==> config.mk <==
export PLATFORM = sky130hd
export DESIGN_NAME = fsps_ctrl
export DESIGN_NICKNAME = d
export VERILOG_FILES = /design/src/design/fsps_pkg.sv /design/src/design/fsps_ctrl.sv
export SDC_FILE = /design/constraint.sdc
export NUM_CORES = 1
export LEC_CHECK = 0
export BUFFER_PORTS_ARGS = -buffer_cell sky130_fd_sc_hd__buf_4
export CORE_AREA = 3 3 40 42
export CTS_CLUSTER_DIAMETER = 120
export DETAILED_ROUTE_END_ITERATION = 7
export DIE_AREA = 0 0 43 45
export HOLD_SLACK_MARGIN = 0.15
export PLACE_DENSITY_LB_ADDON = 0.15
export SYNTH_ARGS = -nofsm -noshare
export SYNTH_HDL_FRONTEND = slang
export SYNTH_SLANG_ARGS = --single-unit
==> constraint.sdc <==
create_clock -name clk -period 1.25 [get_ports clk]
set_input_delay 0.0625 -clock clk [delete_from_list [all_inputs] [get_ports clk]]
set_output_delay 0.0625 -clock clk [all_outputs]
set_load 0.1 [all_outputs]
==> src/design/fsps_pkg.sv <==
`timescale 1ns / 1ps
// ----------------------------------------------------------------------------
// fsps_pkg
// Types, constants and helpers shared by the filtered radius point search.
// ----------------------------------------------------------------------------
package fsps_pkg;

	localparam int MAX_ENTRIES = 32;
	localparam int COORD_WIDTH = 32;
	localparam int ADDR_W      = $clog2(MAX_ENTRIES);
	localparam int CNT_W       = 6;
	localparam int IDX_W       = 5;
	localparam int CSHIFT      = 32 - COORD_WIDTH;

	localparam logic REQ_LOAD  = 1'b0;
	localparam logic REQ_QUERY = 1'b1;

	localparam logic [15:0] MATCH_ANY = 16'hFFFF;

	typedef struct packed {
		logic              req_type;
		logic [4:0]        entry_index;
		logic signed [15:0] kind_value;
		logic signed [15:0] team_value;
		logic signed [31:0] pos_x;
		logic signed [31:0] pos_y;
		logic signed [31:0] pos_z;
		logic              use_location;
		logic signed [31:0] search_radius;
		logic signed [31:0] height_limit;
		logic [5:0]        max_count;
	} req_t;

	typedef struct packed {
		logic [4:0] flag_index;
		logic       index_valid;
		logic [5:0] hit_total;
		logic       last;
	} res_t;

	typedef struct packed {
		logic [15:0] kind;
		logic [15:0] team;
		logic [31:0] x;
		logic [31:0] y;
		logic [31:0] z;
	} entry_t;

	typedef struct packed {
		logic load;
		logic capture;
		logic issue;
		logic emit_final;
	} cmd_t;

	typedef struct packed {
		logic last_addr;
		logic scan_empty;
		logic pipe_busy;
	} status_t;

	// low COORD_WIDTH bits, sign-extended to 33 bits
	function automatic logic signed [32:0] coord_ext(input logic [31:0] v);
		logic signed [31:0] t;
		t = signed'(v << CSHIFT) >>> CSHIFT;
		return 33'(t);
	endfunction

endpackage

==> src/design/fsps_ctrl.sv <==
`timescale 1ns / 1ps
// ----------------------------------------------------------------------------
// fsps_ctrl
// Sequencer: takes requests, steps the table scan and issues the final item.
// ----------------------------------------------------------------------------
module fsps_ctrl (
	input  logic              clk,
	input  logic              arst_n,
	input  logic              start,
	input  logic              req_type,
	input  fsps_pkg::status_t status,
	output logic              busy,
	output fsps_pkg::cmd_t    cmd
);

	localparam logic [1:0] S_IDLE  = 2'd0;
	localparam logic [1:0] S_SCAN  = 2'd1;
	localparam logic [1:0] S_DRAIN = 2'd2;

	logic [1:0] state_q;
	logic [1:0] state_d;

	assign busy = (state_q != S_IDLE);

	always_comb begin
		state_d        = state_q;
		cmd            = '0;
		case (state_q)
			S_IDLE: begin
				if (start) begin
					if (req_type == fsps_pkg::REQ_QUERY) begin
						cmd.capture = 1'b1;
						state_d     = status.scan_empty ? S_DRAIN : S_SCAN;
					end else begin
						cmd.load = 1'b1;
					end
				end
			end
			S_SCAN: begin
				cmd.issue = 1'b1;
				if (status.last_addr) begin
					state_d = S_DRAIN;
				end
			end
			S_DRAIN: begin
				// every match has left the pipe, so the count is final
				if (!status.pipe_busy) begin
					cmd.emit_final = 1'b1;
					state_d        = S_IDLE;
				end
			end
			default: begin
				state_d = S_IDLE;
			end
		endcase
	end

	always_ff @(posedge clk or negedge arst_n) begin
		if (!arst_n) begin
			state_q <= S_IDLE;
		end else begin
			state_q <= state_d;
		end
	end

endmodule

# Word level (Yosys, flattened, before mapping)
# Index checks and enable logic that the tools add are counted.
dict set report classes {
  n_reduce_logical 3
  muxes 13
  eq_ne 6
}
# operator count
set op_table {}
lappend op_table {{$mux 2} 7}
lappend op_table {{$ne 2x2->1 const B} 4}
lappend op_table {{$pmux 2 s3} 1}
lappend op_table {{$mux 1} 5}
lappend op_table {{$reduce_and 4->1} 1}
lappend op_table {{$eq 2x1->1 const B} 1}
lappend op_table {{$eq 2x2->1 const B} 1}
lappend op_table {{$logic_not 2->1} 1}
lappend op_table {{$reduce_bool 2->1} 1}
dict set report totals {
  reg_bits 2
  out_inout_bits 5
}

# Logic depth before layout (Yosys ltp)
# Gate-level depths: netlist of the first run.
dict set report depth {
  word_depth 4
  depth_mapped 2
  mapped_depth_nobuf 2
}

# Worst setup path after synthesis of the first run
# No wires, ideal clock.
dict set report synth_timing {
  path_type {register -> output}
  from {register state_q[0]}
  to {output cmd[3] (netlist bit)}
  path_stages_with_launch 3
  arrival_ns 3.192
  path_slack_ns -2.005
  n_path_buf 0
  required_time_ns 1.188
  path_cell_list {dfrtp_1 > or2_2 > nor3b_1}
}
# element line_no
set synth_rtl {}
lappend synth_rtl {{start, declared} fsps_ctrl.sv:20} ;# logic [1:0] state_q;
lappend synth_rtl {{start signal, assigned} fsps_ctrl.sv:62} ;# state_q <= state_d;
lappend synth_rtl {{end, declared} fsps_ctrl.sv:13} ;# output fsps_pkg::cmd_t cmd

==> run_results.csv, run 1 <==
group,metric,value,unit
clock_tree,clk_latency,230,ps
sta,min_period_over_period,108,%
pwr,switchingPower,258,uW
clock_tree,clockRootBuffer,"clkbuf_4",
pwr,ir_drop,507,uV
route,wl_per_cell,10.3,um
place,placed_area,269,sq um
yosys,yosys_warnings,0,
finish,largest_reg_flops,2,
finish,diodes,0,
sta,maxSlewViolCount,0,
setup_path,required,1190,ps
place,pre_cts_ws,51.6,ps
setup_path,path_class,"flop to output port",
clock_tree,numCtsBuffers,3,
clock_tree,cts_tree,"done",
floorplanning,die_h,45,um
status,violations,"setup timing",
setup_path,end_kind,"output port",
pwr,p_comb_share,61.4,%
setup_path,critPathLaunchType,"flop",
flow_run,maxCapViolCount,0,
sta,timing.hold.ws,160,ps
floorplanning,initial_utilization,10.4,%
sta,rsz0062_at_grt,"true",
clock_tree,clkTransAtPathRegs,30,ps
route,viasPerCell,3.69,
grt,antenna_found_initial,0,
sta,fmax,739,MHz
pwr,sw_frac_of_total,44.0,%
floorplanning,core,1280,sq um
route,final_antenna_net_count,0,
yosys,synth.avg_cell_area,11.2,sq um
setup_path,path_cells,"or2_4, nor3b_4, buf_12",
pwr,total_power,586,uW
setup_path,reg2reg_from,"state_q[1]$_DFFE_PN0P_",
clock_tree,cts_sinks,2,
yosys,yosysSeqAreaShare,37.4,%
pwr,p_per_area,1480,nW/um^2
setup_path,r2r-end,"state_q[1]$_DFFE_PN0P_",
route,first_iter_violations,1,
finish,nets,42,
clock_tree,h-tree-depth,1,
worst_hold_path,worstHoldPathType,"input port to asynchronous set/reset pin",
setup_path,regToRegSetupSlack,-80,ps
sta,finalSetupViolCount,3,
floorplanning,fp.dieW,43,um
sta,relSlewSlack,81.5,%
route,wl,493,um
grt,grt_pass1_wl,765,um
route,drc,0,
finish,fillers,135,
status,status,"complete, but fails checks",
pwr,leakage,0.000191,uW
floorplanning,ioPinCount,12,
route,vias,177,
floorplanning,fp-row-count,13,
route,drt-pass1-iter-count,2,
grt,grt_util_all_layers,6.17,%
pwr,p_int,329,uW
floorplanning,die-area,1940,sq um
yosys,synthesis.area,134,sq um
grt,grt_pass1_vias,179,
sta,fin_crit,1350,ps
finish,synthToLayoutAreaGrowth,196,%
pwr,power.share.clock,24.7,%
setup_path,rr_worst_depth,5,
place,port_buffers,11,
sta,final-hold-violation-count,0,
yosys,yosysUniqueCellTypes,9,
finish,drive_above_1_share,75.8,%
setup_path,arrival,1290,ps
setup_path,slowest_delay,380,ps
sta,tightest_slew,280,ps
finish,top_register,"state_q",
grt,grt_max_degree,4,
sta,clock_skew,2.47,ps
place,gp_congestion,0.649,
setup_path,crit_slowest_cell,"dfrtp_1",
yosys,synthCells,12,
setup_path,cp_max_fo,3,
yosys,syn_nets,19,
sta,setup_slack,-103,ps
finish,finalCoreUtilization,30.9,%
finish,final_area,397,sq um
grt,grt-ovfl-total,0,
clock_tree,clockBufferDepth,2,
yosys,ys_ff_latch,2,
pwr,pwr-share-seq,13.9,%
finish,top_regs,"state_q: 2 flops",
[critical path, delay by kind of cell, from the launching register on]
kind | cells | cell delay (ps)
buffers and inverters | 1 | 200
flip-flops | 1 | 380
AND/OR/NAND/NOR | 2 | 480
[layout make-up]
cell class	instances	area, sq um	area share (%)
Sequential cell	2	50.0	12.6
Inverter	2	7.51	1.89
Multi-Input combinational cell	8	101	25.6
Timing Repair Buffer	18	196	49.5
Clock buffer	3	22.5	5.68
Tap cell	15	18.8	4.73
[timing repair]
action | in CTS | in global routing
pin swaps | 2 | 0
endpoints found under the hold margin | 4 | 0
resized for setup | 14 | 0
setup endpoints to repair | 4 | 6
buffers inserted | 2 | 0
hold buffers | 3 | 0
[cell usage in the layout, fill, tap and decap left out]
cell | Yosys | final
buf_4 | 0 | 10
buf_12 | 0 | 4
clkbuf_4 | 0 | 3
dlygate4sd3_1 | 0 | 3
nor3b_4 | 0 | 2
inv_1 | 2 | 2
dfrtp_1 | 2 | 2
or2_4 | 0 | 1
and4bb_4 | 1 | 1
and2b_2 | 1 | 1
and3b_2 | 1 | 1
a221o_1 | 1 | 1
a22o_2 | 1 | 1
buf_6 | 0 | 1
[cells by family after synthesis]
group	share of synthesized area [%]
compound gates	15.0
buf+inv	5.61
flops	37.4
simple gates	42.1
[through the flow]
stage | instances | setup TNS [ps]
final | 48 | -267
after global routing | 48 | -526
after CTS | 48 | -309
after detailed placement | 40 | 0
after global placement | 40 | 0
after floorplan | 12 | -912
[cell usage after synthesis]
master	count	area, sq um
or2_2	1	6.26
dfrtp_1	2	50.1
and2b_2	1	8.76
inv_1	2	7.51
nor3b_1	2	15.0
and4bb_4	1	16.3
a221o_1	1	10.0
a22o_2	1	10.0
and3b_2	1	10.0
[power groups by stage]
| stage | combinational [uW] | sequential, uW | clock, uW |
|---|---|---|---|
| after floorplan | 216 | 82.7 | 0 |
| after global placement | 289 | 81.9 | 0 |
| after detailed placement | 289 | 82.5 | 0 |
| after CTS | 362 | 82.0 | 155 |
| after global routing | 372 | 83.7 | 163 |
| final | 360 | 81.8 | 145 |
[worst max path at each step]
stage	cells past startpoint	end	slack [ps]	from
after CTS	3	cmd[3]	-120	state_q[1]$_DFFE_PN0P_
after global routing	3	cmd[3]	-150	state_q[1]$_DFFE_PN0P_
after detailed placement	3	cmd[3]	50	state_q[1]$_DFFE_PN0P_
after floorplan	2	cmd[3]	-470	state_q[1]$_DFFE_PN0P_
after global placement	3	cmd[3]	80	state_q[0]$_DFFE_PN0P_
final	3	cmd[3]	-100	state_q[1]$_DFFE_PN0P_
[routing by layer]
metal | GRT usage [%] | part of all wire (%) | wire [um] | vias up
met5 | 0 | 0 | 0 | -
met4 | 9.04 | 0 | 0 | 0
met3 | 2.79 | 8.1 | 40 | 0
met2 | 7.78 | 51 | 251 | 8
met1 | 6.28 | 41 | 201 | 82
li1 | - | - | - | 87
Power figures use the tool's default switching activity.
==> inputs of run 2 (changes only) <==
--- a/config.mk
+++ b/config.mk
@@ -5,6 +5,7 @@
 export SDC_FILE = /design/constraint.sdc
 export NUM_CORES = 1
 export LEC_CHECK = 0
+export ABC_AREA = 1
 export BUFFER_PORTS_ARGS = -buffer_cell sky130_fd_sc_hd__buf_4
 export CORE_AREA = 3 3 40 42
 export CTS_CLUSTER_DIAMETER = 120
@@ -12,6 +13,7 @@
 export DIE_AREA = 0 0 43 45
 export HOLD_SLACK_MARGIN = 0.15
 export PLACE_DENSITY_LB_ADDON = 0.15
+export SKIP_LAST_GASP = 1
 export SYNTH_ARGS = -nofsm -noshare
 export SYNTH_HDL_FRONTEND = slang
 export SYNTH_SLANG_ARGS = --single-unit
==> run_results.csv, run 2 <==
group,metric,value,unit
setup_path,path_class,"flop to output port",
finish,multi_input_area,113,sq um
worst_hold_path,worstHoldPathType,"input port to flop",
yosys,ys_ff_latch,2,
yosys,yosys-top-cells-area,"dfrtp_1, inv_1, nand2_1, nand3_1, nor2_1",
floorplanning,fp-row-count,13,
floorplanning,fp.dieW,43,um
flow_run,maxCapViolCount,0,
floorplanning,die_h,45,um
sta,final-hold-violation-count,0,
worst_hold_path,min_from,"status[0]",
grt,grt_max_degree,5,
yosys,yosys.area.top_type,"dfrtp_1",
finish,nets,55,
finish,largest_reg_flops,2,
status,status,"finished, final reports clean",
route,viasPerCell,3.54,
sta,setup_slack,8.38,ps
route,wl,458,um
clock_tree,clockRootBuffer,"clkbuf_4",
setup_path,slowest_delay,430,ps
clock_tree,numCtsBuffers,3,
sta,clock_skew,4.26,ps
yosys,netlist_top_cells_count,"inv_1, nand2_1, nand3_1, nor2_1, dfrtp_1",
yosys,synth.avg_cell_area,5.87,sq um
setup_path,regToRegSetupSlack,210,ps
worst_hold_path,hold_end,"state_q[0]$_DFFE_PN0P_",
grt,grt_pass1_wl,703,um
sta,maxSlewViolCount,0,
setup_path,arrival,1180,ps
grt,grt_pass1_vias,191,
sta,min_period_over_period,99.3,%
sta,tightest_slew,278,ps
yosys,synthesis.area,153,sq um
route,first_iter_violations,2,
clock_tree,h-tree-depth,1,
sta,fin_crit,1240,ps
setup_path,end_kind,"output port",
setup_path,reg2reg_from,"state_q[0]$_DFFE_PN0P_",
finish,regArea,51.3,sq um
finish,final_common_cell,"buf_4",
clock_tree,cts_sinks,2,
setup_path,cp_common_cell,"nor2_4",
route,drc,0,
yosys,postSynth.asyncResetShare,100,%
finish,diodes,0,
floorplanning,initial_utilization,11.9,%
route,vias,216,
finish,fillers,132,
yosys,syn_nets,33,
yosys,synthCells,26,
setup_path,cp_max_fo,4,
finish,final_cell_mix,"buf_4, inv_1, nand2_1, dlygate4sd3_1, buf_12",
route,wl_per_cell,7.51,um
grt,grt_util_all_layers,5.25,%
clock_tree,cts_tree,"done",
sta,relSlewSlack,81.6,%
yosys,yosys_warnings,0,
clock_tree,clk_latency,220,ps
sta,rsz0062_at_grt,"true",
route,final_antenna_net_count,0,
yosys,yosysUniqueCellTypes,10,
worst_hold_path,worstHoldPathCells,4,
floorplanning,die-area,1940,sq um
setup_path,required,1190,ps
setup_path,r2r-end,"state_q[1]$_DFFE_PN0P_",
finish,final_area,419,sq um
yosys,yosysSeqAreaShare,32.8,%
finish,top_regs,"state_q: 2 flops",
place,pre_cts_ws,109,ps
finish,synthToLayoutAreaGrowth,175,%
place,port_buffers,11,
yosys,synth_edf_count,0,
route,drt-pass1-iter-count,2,
sta,fmax,805,MHz
floorplanning,ioPinCount,12,
setup_path,critPathLaunchType,"flop",
yosys,synth_ff_type,"dfrtp_1",
yosys,synth_most_common_cell,"inv_1",
sta,setup_tns,0,ps
grt,antenna_found_initial,0,
setup_path,rr_worst_depth,5,
clock_tree,clockBufferDepth,2,
yosys,netlist.area_leader.share,32.8,%
setup_path,crit_slowest_cell,"dfrtp_2",
sta,finalSetupViolCount,0,
place,placed_area,284,sq um
floorplanning,core,1280,sq um
finish,finalCoreUtilization,32.6,%
finish,top_register,"state_q",
setup_path,path_cells,"nor2_4, inv_1, nor2_4, buf_12",
place,gp_congestion,0.586,
place,hpwl,374,um
grt,grt-ovfl-total,0,
finish,drive_above_1_share,52.2,%
clock_tree,clkTransAtPathRegs,30,ps
[run 2: cell count changes in the layout (fill, tap and decap cells not counted), sizes merged, moves of 2 or more]
cell	delta
nand2	+7
buf	-2
nor3b	-2
nor2	+4
inv	+5
nand3	+3
[run 2: logic make-up after synthesis]
logic type	synth area share, %
flip-flops	32.8
buffers and inverters	17.2
AO/OA/AOI/OAI	6.55
AND/OR/NAND/NOR	43.4
[run 2: through the flow]
step	std cells	hold WS, ps
after floorplan	26	-233
after global placement	53	-156
after detailed placement	53	-154
after CTS	59	150
after global routing	61	252
final	61	193
[run 2: area by class of cell]
cell class	count	share of cell area, %
multi-input cells	17	26.9
inverters	7	6.27
flip-flops and latches	2	12.2
clock buffers	3	5.37
repair buffers	17	44.8
well taps	15	4.48
[run 2: how the worst max path moves through the flow]
| stage | from | end | slack, ps | cells after the start |
|---|---|---|---|---|
| floorplan | state_q[0]$_DFFE_PN0P_ | cmd[2] | -460 | 3 |
| global placement | state_q[1]$_DFFE_PN0P_ | cmd[3] | 120 | 4 |
| detailed placement | state_q[1]$_DFFE_PN0P_ | cmd[3] | 110 | 4 |
| CTS | state_q[1]$_DFFE_PN0P_ | cmd[3] | -3 | 4 |
| global route | state_q[1]$_DFFE_PN0P_ | cmd[2] | -60 | 4 |
| finish | state_q[1]$_DFFE_PN0P_ | cmd[2] | 8 | 4 |
[run 2: repair_timing]
action / CTS / global route
pin swaps: 1 / 2
hold endpoints to repair: 3 / 1
hold buffers: 3 / 1
endpoints found under the setup margin: 3 / 5
buffers inserted: 0 / 1
resized for setup: 11 / 5
[run 2: routing by layer]
metal	track usage (%)	routed length, um	vias up
li1	-	-	120
met1	5.08	180	93
met2	8.08	262	3
met3	3.59	15	0
met4	3.61	0	0
met5	0	0	-
[run 2: critical path: cells and delay by family (launching register included)]
kind / cells / cell delay [ps]
buf+inv: 2 / 270
flops: 1 / 430
simple gates: 2 / 250
Power of run 2 is left out: the tool's default activity adds up to more than one toggle a clock period on the data nets, which glitch-free logic cannot reach.
